$ cat config.mk
export PLATFORM = sky130hd
export DESIGN_NAME = websocket_frame_deframer_top
export DESIGN_NICKNAME = d
export VERILOG_FILES = /design/src/sv/wsdefr_pkg.sv /design/src/sv/websocket_frame_deframer_top.sv
export VERILOG_INCLUDE_DIRS = /design/src /design/src/sv
export SDC_FILE = /design/constraint.sdc
export NUM_CORES = 1
export LEC_CHECK = 0
export BUFFER_PORTS_ARGS = -buffer_cell sky130_fd_sc_hd__buf_2
export CAP_MARGIN = 10
export CORE_ASPECT_RATIO = 1.75
export CORE_MARGIN = 8
export CORE_UTILIZATION = 40
export DETAILED_ROUTE_END_ITERATION = 10
export REMOVE_ABC_BUFFERS = 1
export SETUP_SLACK_MARGIN = 0.5
export SLEW_MARGIN = 5
export SYNTH_ARGS = -nofsm -noshare
export SYNTH_HDL_FRONTEND = slang
export SYNTH_SLANG_ARGS = --single-unit
$ cat constraint.sdc
create_clock -name clk -period 5.4 [get_ports clk]
set_input_delay 0.27 -clock clk [delete_from_list [all_inputs] [get_ports clk]]
set_output_delay 0.27 -clock clk [all_outputs]
set_load 0.05 [all_outputs]
$ cat src/sv/websocket_frame_deframer_top_assert.svh
// ---------------------------------------------------------------------------
// Assertion macros for the WebSocket deframer.
// Shared clocked implication checks with an active-low reset guard.
// ---------------------------------------------------------------------------
`ifndef WEBSOCKET_FRAME_DEFRAMER_TOP_ASSERT_SVH
`define WEBSOCKET_FRAME_DEFRAMER_TOP_ASSERT_SVH

// The consequent must hold in the same cycle as the antecedent.
`define WFD_ASSERT_NOW(label, clock, resetn, ante, cons) \
    label: assert property (@(posedge clock) disable iff (!resetn) (ante) |-> (cons)) \
        else $error("deframer check failed in the same cycle");

// The consequent must hold in the cycle after the antecedent.
`define WFD_ASSERT_NEXT(label, clock, resetn, ante, cons) \
    label: assert property (@(posedge clock) disable iff (!resetn) (ante) |=> (cons)) \
        else $error("deframer check failed in the following cycle");

`endif

$ cat src/sv/wsdefr_pkg.sv
// ---------------------------------------------------------------------------
// WebSocket deframer package
// Result kinds, opcodes and register map of the deframer.
// ---------------------------------------------------------------------------
package wsdefr_pkg;

    typedef enum logic [2:0] {
        KIND_DATA  = 3'd0,
        KIND_EMPTY = 3'd1,
        KIND_PONG  = 3'd2,
        KIND_CLOSE = 3'd3,
        KIND_ERROR = 3'd4
    } kind_t;

    localparam logic [3:0] OP_TEXT  = 4'h1;
    localparam logic [3:0] OP_CLOSE = 4'h8;
    localparam logic [3:0] OP_PING  = 4'h9;

    localparam logic [6:0] LEN_EXT16 = 7'd126;
    localparam logic [6:0] LEN_EXT64 = 7'd127;

    localparam int unsigned ADDR_W = 3;
    localparam logic        REG_MAX_LENGTH = 1'b0;
    localparam logic [15:0] MAX_LENGTH_RESET = 16'hFFFF;

endpackage

$ cat src/sv/websocket_frame_deframer_top.sv
// ---------------------------------------------------------------------------
// WebSocket frame deframer
// Parses received frame bytes and gives out unmasked payload bytes and events.
// ---------------------------------------------------------------------------
// Channel   Dir  Signals                         Contents
// s_*       in   tvalid tready tdata[7:0]        rx_byte
// m_*       out  tvalid tready tdata tuser tlast data, text_frame, frame_length
// apb       in   psel penable pwrite paddr ...   max_length at address 0
//
// One byte per cycle is taken unless stalled; any result shows in the next cycle.
// The parser state and a single result register sit around one level of logic.
// Input is stalled only while a result waits in the output register.
// Reset is asynchronous and active low; no clearing pass is needed.
// ---------------------------------------------------------------------------
`include "websocket_frame_deframer_top_assert.svh"

module websocket_frame_deframer_top
(
    input  logic                             clk,
    input  logic                             rst_n,

    input  logic                             s_tvalid,
    output logic                             s_tready,
    input  logic [7:0]                       s_tdata,   // [7:0] rx_byte

    output logic                             m_tvalid,
    input  logic                             m_tready,
    output logic [31:0]                      m_tdata,   // [7:0] data, [8] text_frame,
                                                        // [24:9] frame_length, [31:25] zero
    output logic [2:0]                       m_tuser,   // [2:0] kind
    output logic                             m_tlast,   // last

    input  logic                             psel,
    input  logic                             penable,
    input  logic                             pwrite,
    input  logic [wsdefr_pkg::ADDR_W-1:0]    paddr,
    input  logic [31:0]                      pwdata,
    output logic [31:0]                      prdata,
    output logic                             pready
);

    typedef enum logic [3:0] {
        PH_HDR0,
        PH_HDR1,
        PH_EXT0,
        PH_EXT1,
        PH_MASK0,
        PH_MASK1,
        PH_MASK2,
        PH_MASK3,
        PH_DATA
    } phase_t;

    phase_t            phase_reg, phase_next;
    logic [3:0]        opcode_reg, opcode_next;
    logic              has_mask_reg, has_mask_next;
    logic [15:0]       length_reg, length_next;
    logic [7:0]        key_reg [4];
    logic [15:0]       index_reg, index_next;
    logic [15:0]       max_length_reg;

    logic              out_valid_reg, out_valid_next;
    wsdefr_pkg::kind_t out_kind_reg, res_kind;
    logic [7:0]        out_data_reg, res_data;
    logic              out_text_reg, res_text;
    logic              out_last_reg, res_last;
    logic [15:0]       out_length_reg, res_length;
    logic              res_valid;

    logic              accept;
    logic              key_wr;
    logic [1:0]        key_sel;
    logic              is_text;
    logic [6:0]        len7;
    logic [16:0]       index_inc;
    logic              cfg_wr;

    assign pready   = 1'b1;
    assign cfg_wr   = psel && penable && pwrite && pready
                      && (paddr[2] == wsdefr_pkg::REG_MAX_LENGTH);
    assign prdata   = (paddr[2] == wsdefr_pkg::REG_MAX_LENGTH)
                      ? {16'd0, max_length_reg} : 32'd0;

    assign s_tready = !out_valid_reg || m_tready;
    assign accept   = s_tvalid && s_tready;

    assign is_text   = (opcode_reg == wsdefr_pkg::OP_TEXT);
    assign len7      = s_tdata[6:0];
    assign index_inc = {1'b0, index_reg} + 17'd1;

    always_comb
    begin
        phase_next    = phase_reg;
        opcode_next   = opcode_reg;
        has_mask_next = has_mask_reg;
        length_next   = length_reg;
        index_next    = index_reg;
        key_wr        = 1'b0;
        key_sel       = 2'd0;
        res_valid     = 1'b0;
        res_kind      = wsdefr_pkg::KIND_DATA;
        res_data      = 8'd0;
        res_text      = 1'b0;
        res_last      = 1'b1;
        res_length    = 16'd0;

        case (phase_reg)
            PH_HDR0:
            begin
                opcode_next = s_tdata[3:0];
                phase_next  = PH_HDR1;
            end
            PH_HDR1:
            begin
                has_mask_next = s_tdata[7];
                if (opcode_reg == wsdefr_pkg::OP_CLOSE)
                begin
                    phase_next = PH_HDR0;
                    res_valid  = 1'b1;
                    res_kind   = wsdefr_pkg::KIND_CLOSE;
                end
                else if (opcode_reg == wsdefr_pkg::OP_PING)
                begin
                    phase_next = PH_HDR0;
                    res_valid  = 1'b1;
                    res_kind   = wsdefr_pkg::KIND_PONG;
                end
                else if (len7 == wsdefr_pkg::LEN_EXT16)
                begin
                    phase_next = PH_EXT0;
                end
                else if (len7 == wsdefr_pkg::LEN_EXT64)
                begin
                    phase_next = PH_HDR0;
                    res_valid  = 1'b1;
                    res_kind   = wsdefr_pkg::KIND_ERROR;
                end
                else
                begin
                    length_next = {9'd0, len7};
                    if (s_tdata[7])
                    begin
                        phase_next = PH_MASK0;
                    end
                    else
                    begin
                        index_next = 16'd0;
                        if ({9'd0, len7} > max_length_reg)
                        begin
                            phase_next = PH_HDR0;
                            res_valid  = 1'b1;
                            res_kind   = wsdefr_pkg::KIND_ERROR;
                            res_length = {9'd0, len7};
                        end
                        else if (len7 == 7'd0)
                        begin
                            phase_next = PH_HDR0;
                            res_valid  = 1'b1;
                            res_kind   = wsdefr_pkg::KIND_EMPTY;
                            res_text   = is_text;
                        end
                        else
                        begin
                            phase_next = PH_DATA;
                        end
                    end
                end
            end
            PH_EXT0:
            begin
                length_next = {s_tdata, 8'd0};
                phase_next  = PH_EXT1;
            end
            PH_EXT1, PH_MASK3:
            begin
                if (phase_reg == PH_EXT1)
                begin
                    length_next = {length_reg[15:8], s_tdata};
                end
                else
                begin
                    key_wr  = 1'b1;
                    key_sel = 2'd3;
                end
                if (phase_reg == PH_EXT1 && has_mask_reg)
                begin
                    phase_next = PH_MASK0;
                end
                else
                begin
                    index_next = 16'd0;
                    if (length_next > max_length_reg)
                    begin
                        phase_next = PH_HDR0;
                        res_valid  = 1'b1;
                        res_kind   = wsdefr_pkg::KIND_ERROR;
                        res_length = length_next;
                    end
                    else if (length_next == 16'd0)
                    begin
                        phase_next = PH_HDR0;
                        res_valid  = 1'b1;
                        res_kind   = wsdefr_pkg::KIND_EMPTY;
                        res_text   = is_text;
                    end
                    else
                    begin
                        phase_next = PH_DATA;
                    end
                end
            end
            PH_MASK0:
            begin
                key_wr     = 1'b1;
                key_sel    = 2'd0;
                phase_next = PH_MASK1;
            end
            PH_MASK1:
            begin
                key_wr     = 1'b1;
                key_sel    = 2'd1;
                phase_next = PH_MASK2;
            end
            PH_MASK2:
            begin
                key_wr     = 1'b1;
                key_sel    = 2'd2;
                phase_next = PH_MASK3;
            end
            PH_DATA:
            begin
                res_valid  = 1'b1;
                res_kind   = wsdefr_pkg::KIND_DATA;
                res_data   = has_mask_reg ? (s_tdata ^ key_reg[index_reg[1:0]]) : s_tdata;
                res_text   = is_text;
                res_length = length_reg;
                res_last   = (index_inc >= {1'b0, length_reg});
                if (res_last)
                begin
                    phase_next = PH_HDR0;
                    index_next = 16'd0;
                end
                else
                begin
                    index_next = index_inc[15:0];
                end
            end
            default:
            begin
                phase_next = PH_HDR0;
            end
        endcase
    end

    always_comb
    begin
        if (accept)
        begin
            out_valid_next = res_valid;
        end
        else if (m_tready)
        begin
            out_valid_next = 1'b0;
        end
        else
        begin
            out_valid_next = out_valid_reg;
        end
    end

    always_ff @(posedge clk or negedge rst_n)
    begin
        if (!rst_n)
        begin
            phase_reg      <= PH_HDR0;
            opcode_reg     <= 4'd0;
            has_mask_reg   <= 1'b0;
            length_reg     <= 16'd0;
            index_reg      <= 16'd0;
            key_reg[0]     <= 8'd0;
            key_reg[1]     <= 8'd0;
            key_reg[2]     <= 8'd0;
            key_reg[3]     <= 8'd0;
            max_length_reg <= wsdefr_pkg::MAX_LENGTH_RESET;
            out_valid_reg  <= 1'b0;
        end
        else
        begin
            if (cfg_wr)
            begin
                max_length_reg <= pwdata[15:0];
            end
            if (accept)
            begin
                phase_reg    <= phase_next;
                opcode_reg   <= opcode_next;
                has_mask_reg <= has_mask_next;
                length_reg   <= length_next;
                index_reg    <= index_next;
                if (key_wr)
                begin
                    key_reg[key_sel] <= s_tdata;
                end
            end
            out_valid_reg <= out_valid_next;
        end
    end

    always_ff @(posedge clk)
    begin
        if (accept && res_valid)
        begin
            out_kind_reg   <= res_kind;
            out_data_reg   <= res_data;
            out_text_reg   <= res_text;
            out_last_reg   <= res_last;
            out_length_reg <= res_length;
        end
    end

    assign m_tvalid = out_valid_reg;
    assign m_tdata  = {7'd0, out_length_reg, out_text_reg, out_data_reg};
    assign m_tuser  = out_kind_reg;
    assign m_tlast  = out_last_reg;

    `WFD_ASSERT_NOW(a_event_is_last, clk, rst_n,
        m_tvalid && (m_tuser != wsdefr_pkg::KIND_DATA), m_tlast)
    `WFD_ASSERT_NOW(a_event_no_data, clk, rst_n,
        m_tvalid && (m_tuser != wsdefr_pkg::KIND_DATA), m_tdata[7:0] == 8'd0)
    `WFD_ASSERT_NOW(a_stall_cause, clk, rst_n,
        !s_tready, m_tvalid && !m_tready)
    `WFD_ASSERT_NOW(a_data_index_bound, clk, rst_n,
        phase_reg == PH_DATA, (length_reg != 16'd0) && (index_reg < length_reg))
    `WFD_ASSERT_NEXT(a_result_follows, clk, rst_n,
        accept && res_valid, m_tvalid)

endmodule

==> results.toml, run 1 <==
[logic_synthesis]
ys.warnings.count = 0
synth_top_flop_cell = "dfrtp_1"
synth_edf_count = 29
postSynthCellCount = 689
ys_seq_area_share_pct = 44.6
synth_cell_types = 73
synth_area_um2 = 7050
ys_seq_elements = 119
async_flop_share_pct = 75.6
syn_area_per_cell_um2 = 10.2

[finish]
diodes = 0
largest_register_ffs = 32
regArea_um2 = 3140
post-route-util_pct = 47.2
layout_commonest_cell = "buf_2"
fin_area_um2 = 8200
syn2layout_area_growth_pct = 16.3
fillCellCount = 1681
layout.nets = 852
layout-drive-gt1-share_pct = 25.2
stdcell_count = 1006
final_cell_mix = "77 x buf_2, 74 x dfrtp_1, 67 x nand2_1"
multiInputGateArea_um2 = 3530

[setup_path]
rr_worst_depth = 11
crit_path_end_kind = "flip-flop"
cp.required_ps = 5730
worstSetupPathType = "flip-flop to flip-flop"
cp.arrival_ps = 4610
cp-start-kind = "flip-flop"
rrSetupSlack_ps = 1120
timing.rr.start = "index_reg[1]$_DFFE_PN0P_"
path_max_fanout = 12
reg2reg_to = "index_reg[5]$_DFFE_PN0P_"

[place]
pre_cts_ws_ps = 1160
place_area_um2 = 7580
port_buffers = 78
place_inst = 973
gp_congestion = 0.880
dp_hpwl_um = 14500

[power]
switching_power_mw = 1.50
comb_power_share_pct = 35.9
power_leakage_nw = 3.57
clkPwrFrac_pct = 29.0
power_density_nw_per_um2 = 491
p_seq_share_pct = 35.1
intPower_mw = 2.53
vdd_drop_max_mv = 0.315
netSwitchingFraction_pct = 37.3

[timing]
setup_ws_ps = 1120
fin_setup_tns_ps = 0
timing.final.setup_violations = 0
drv_slew = 0
fmax_mhz = 233
hold_viol = 0
post-route-period-util_pct = 79.3
tightest_slew_ps = 1180
layout_min_cycle_time_ps = 4280
fin_skew_ps = 8.76
grt_setup_unrepaired = "no"
slew_headroom_pct = 21.1

[clocking]
postCtsSetupBuffers = 0
cts_resized = 0
cts_sinks = 119
cts_root_buf = "clkbuf_16"
insertion_delay_ps = 420
cts_buffers = 17
postCtsHoldBufs = 1
clk_pin_slew_ps = 60
htreeDepth = 4
clock_path_buffers = 2
cts_tree = "yes"

[global_routing]
gr-usage-all-layers_pct = 18.2
antenna_found_initial = 0
grt_pass1_wl_um = 30800
grt_overflow = 0
grt_max_degree = 60
grt_pass1_vias = 5836

[detailed_routing]
viasPerCell = 5.53
dr.pass1.iters = 5
wirelength_met1_um = 7050
vias = 5565
drc = 0
wl_per_cell_um = 19.2
drt_iter0_drc = 346
routed_wl_um = 19300
wl_met3_um = 645
detail-route-antenna-nets = 0
highest_layer = "met4"
dr_wl_met2_um = 10700

[floorplan]
rows = 64
die_y_um = 192
ioPinCount = 121
core_um2 = 17400
start_util_pct = 40.6
die_w_um = 116
die_area_um2 = 22300

[worst_hold_path]
min_path_cells = 2
holdPathEnd = "max_length_reg[3]$_DFFE_PN1P_"
hold_path.startpoint = "pwdata[3]"
hold_path_class = "primary input to flip-flop"

[outcome]
outcome = "completed"

[run]
cap_viol_max_count = 0
-- worst max-delay path by stage --
stage / startpoint / to / slack (ps) / depth (start not counted)
4_1_cts: index_reg[1]$_DFFE_PN0P_ / index_reg[5]$_DFFE_PN0P_ / 1160 / 11
3_5_place_dp: index_reg[1]$_DFFE_PN0P_ / index_reg[5]$_DFFE_PN0P_ / 1160 / 11
2_1_floorplan: phase_reg[1]$_DFFE_PN0P_ / m_tlast$_SDFFCE_PN1P_ / 250 / 9
5_1_grt: index_reg[1]$_DFFE_PN0P_ / index_reg[7]$_DFFE_PN0P_ / 830 / 11
6_report: index_reg[1]$_DFFE_PN0P_ / index_reg[5]$_DFFE_PN0P_ / 1120 / 11
3_3_place_gp: index_reg[1]$_DFFE_PN0P_ / index_reg[13]$_DFFE_PN0P_ / 1250 / 11
-- power groups by stage --
stage	registers (mW)	clock network [mW]	logic [mW]
6_report	1.41	1.17	1.45
3_3_place_gp	1.41	0	1.39
3_5_place_dp	1.43	0	1.44
4_1_cts	1.41	1.19	1.45
5_1_grt	1.45	1.23	1.59
2_1_floorplan	1.40	0	1.02
-- synth_stat cells (10+ instances only) --
| library cell | n | area, um2 |
|---|---|---|
| edfxtp_1 | 29 | 871 |
| dfrtp_1 | 74 | 1850 |
| ha_1 | 40 | 500 |
| nand4_1 | 12 | 75.1 |
| buf_4 | 26 | 195 |
| mux2_2 | 43 | 484 |
| nand3_1 | 12 | 60.1 |
| a21oi_1 | 25 | 125 |
| o21ai_1 | 15 | 75.1 |
| dfstp_2 | 16 | 420 |
| a31oi_1 | 13 | 81.3 |
| nand2_1 | 67 | 251 |
| o21ai_0 | 16 | 80.1 |
| nor3_1 | 10 | 50.1 |
| clkbuf_1 | 22 | 82.6 |
| o22ai_1 | 11 | 68.8 |
| inv_1 | 48 | 180 |
| nor2_1 | 50 | 188 |
-- cell families after synthesis --
family	Yosys count	synth area share [%]
adder cells (fa/ha/maj)	40	7.10
XOR/XNOR	15	1.86
other	2	0.107
multiplexers	61	11.0
AND/OR/NAND/NOR	214	15.2
AO/OA/AOI/OAI	137	13.4
buffers and inverters	101	6.81
flip-flops	119	44.6
-- final cells by class --
class	count	area share, %
Clock inverter	11	1.77
Sequential cell	119	38.3
Timing Repair Buffer	85	5.46
Tap cell	231	3.52
Clock buffer	21	5.74
Inverter	48	2.20
Multi-Input combinational cell	491	43.0
-- per-stage QoR --
stage          hold WS, ps  power (mW)
2_1_floorplan        -25.6        2.42
3_3_place_gp           241        2.80
3_5_place_dp           247        2.87
4_1_cts               71.0        4.05
5_1_grt               79.4        4.27
6_report              86.6        4.03
-- worst max-delay path, cell delays in order, from the launching register on --
cell      delay, ps
dfrtp_1         670
ha_1            360
nand4_1         270
or3_1           490
or3_1           390
nand2_1          90
ha_1            250
a21o_1          190
a211o_1         320
a211oi_4        470
nand3_2         390
o22ai_1         280
-- routing by layer --
layer | global-route usage (%) | vias to the layer above
met5 | 0 | -
met4 | 11.4 | 0
met3 | 2.93 | 50
met2 | 33.5 | 177
met1 | 18.5 | 2747
li1 | - | 2591
No activity file was read; power rests on OpenSTA's default activity.
==> run 2: changes to the inputs <==
- clock period: 5.4 -> 3.7 ns (I/O delays scaled with it)
==> run 2 against run 1 <==
Sequential power grew 42%; clock-buffer cell count shrank 4; register-to-register slack lost 640 ps; non-clock buffer count grew 51; wire length grew 8.3%; maximum frequency grew 33%; sequential cell count is the same; worst hold slack lost 81 ps; highest routed layer unchanged; clock power grew 38%; combinational power grew 78%.
==> results.toml, run 2 (synthesis gave the netlist of run 1 again) <==
[finish]
layout_commonest_cell = "buf_2"
layout-drive-gt1-share_pct = 34.7
post-route-util_pct = 51.4
regArea_um2 = 3150
largest_register_ffs = 32
layout.nets = 905
multiInputGateArea_um2 = 3810
final_cell_mix = "78 x buf_2, 72 x dfrtp_1, 63 x nand2_1"
fillCellCount = 1578
diodes = 0
syn2layout_area_growth_pct = 26.8

[detailed_routing]
routed_wl_um = 20900
wl_per_cell_um = 19.7
detail-route-antenna-nets = 0
viasPerCell = 5.54
vias = 5870
drc = 0
dr.pass1.iters = 4
drt_iter0_drc = 308

[place]
dp_hpwl_um = 15200
pre_cts_ws_ps = -26.1
port_buffers = 78
gp_congestion = 0.906

[power]
power_density_nw_per_um2 = 694
intPower_mw = 3.72
switching_power_mw = 2.48
power_leakage_nw = 3.92
power_mw = 6.20
vdd_drop_max_mv = 0.376
clkPwrFrac_pct = 26.1
p_seq_share_pct = 32.3
netSwitchingFraction_pct = 40.1
comb_power_share_pct = 41.6

[clocking]
cts_buffers = 17
cts_root_buf = "clkbuf_16"
clk_pin_slew_ps = 60
htreeDepth = 4
cts_tree = "yes"
insertion_delay_ps = 420
clock_path_buffers = 2
cts_sinks = 119

[setup_path]
cpPeakStageDelay_ps = 370
cp.required_ps = 4030
cp-start-kind = "flip-flop"
crit_path_end_kind = "flip-flop"
cpMaxStageDelayCell = "dfrtp_1"
crit_top_cell = "buf_6"
path_max_fanout = 7
cp.arrival_ps = 3550
worstSetupPathType = "flip-flop to flip-flop"
critical_path.cell_chain = "buf_6 -> ha_4 -> nand4_1 -> buf_4 -> or2_4 -> nor3_4 -> xor2_2 -> ha_1 -> and4_1 -> a221o_1 -> o21ai_2 -> buf_6 -> nand3_4 -> o22ai_2"

[global_routing]
grt_max_degree = 67
antenna_found_initial = 0
gr-usage-all-layers_pct = 19.6
grt_pass1_vias = 6245
grt_pass1_wl_um = 33000
grt_overflow = 0

[timing]
tightest_slew_ps = 1070
hold_viol = 0
setup_ws_ps = 474
layout_min_cycle_time_ps = 3230
fin_skew_ps = 13.7
holdWs_ps = 5.20
slew_headroom_pct = 27.8
fmax_mhz = 310
grt_setup_unrepaired = "yes"
post-route-period-util_pct = 87.2
drv_slew = 0
timing.final.setup_violations = 0

[outcome]
outcome = "completed"

[floorplan]
rows = 64
start_util_pct = 40.6
ioPinCount = 121
die_area_um2 = 22300
die_w_um = 116
core_um2 = 17400
die_y_um = 192

[run]
cap_viol_max_count = 0

[worst_hold_path]
hold_path_class = "primary input to flip-flop"
-- run 2: worst paths after layout --
path	cells past startpoint	startpoint	to	slack (ps)
max	14	index_reg[1]$_DFFE_PN0P_	index_reg[9]$_DFFE_PN0P_	470
min	2	pwdata[4]	max_length_reg[4]$_DFFE_PN1P_	5
max reg2reg	14	index_reg[1]$_DFFE_PN0P_	index_reg[9]$_DFFE_PN0P_	470
min reg2reg	1	key_reg[25]$_DFFE_PN0P_	key_reg[25]$_DFFE_PN0P_	490
max in group asynchronous	3	rst_n	max_length_reg[11]$_DFFE_PN1P_	2330
min in group asynchronous	2	rst_n	m_tvalid$_DFFE_PN0P_	420
-- run 2: per-stage QoR --
stage          std cells  setup TNS (ps)  instance area, um2
2_1_floorplan        658          -45500                6830
3_3_place_gp         996               0                7750
3_5_place_dp         996            -662                7750
4_1_cts             1048               0                8700
5_1_grt             1059               0                8940
6_report            1059               0                8940
-- run 2: cell type report --
cell class	count	share of cell area, %
clock buffers	17	4.76
flip-flops and latches	119	35.2
multi-input cells	493	42.6
repair buffers	136	10.5
inverters	48	2.02
well taps	231	3.23
clock inverters	15	1.74
-- run 2: metal layers --
metal	GRT usage, %	part of all wire (%)	vias to the layer above
li1	-	-	2717
met1	19.9	37	2956
met2	36.9	57	149
met3	3.21	2.7	48
met4	9.93	3.4	0
met5	0	0	-
-- run 2: what timing repair did --
item / in CTS / in global routing
hold buffers: 5 / 1
endpoints found under the hold margin: 59 / 1
pin swaps: 15 / 42
setup buffers: 13 / 9
setup endpoints to repair: 58 / 57
cloned: 2 / 1
gates resized for setup: 25 / 41
-- run 2: critical path, delay by kind of cell, from the launching register on --
kind                       cells  cell delay, ps
AOI/OAI and AO/OA              3             730
xor gates and xnor gates       1             180
adders and majority gates      2             390
buffers and inverters          3             500
DFF                            1             370
and+or+nand+nor                5             970
-- run 2: power by group through the flow --
stage	Sequential, mW	Clock [mW]	Combinational (mW)
6_report	2.00	1.62	2.58
5_1_grt	2.05	1.71	2.81
4_1_cts	2.00	1.65	2.47
3_5_place_dp	2.02	0	2.28
3_3_place_gp	1.98	0	2.20
2_1_floorplan	2.04	0	1.48
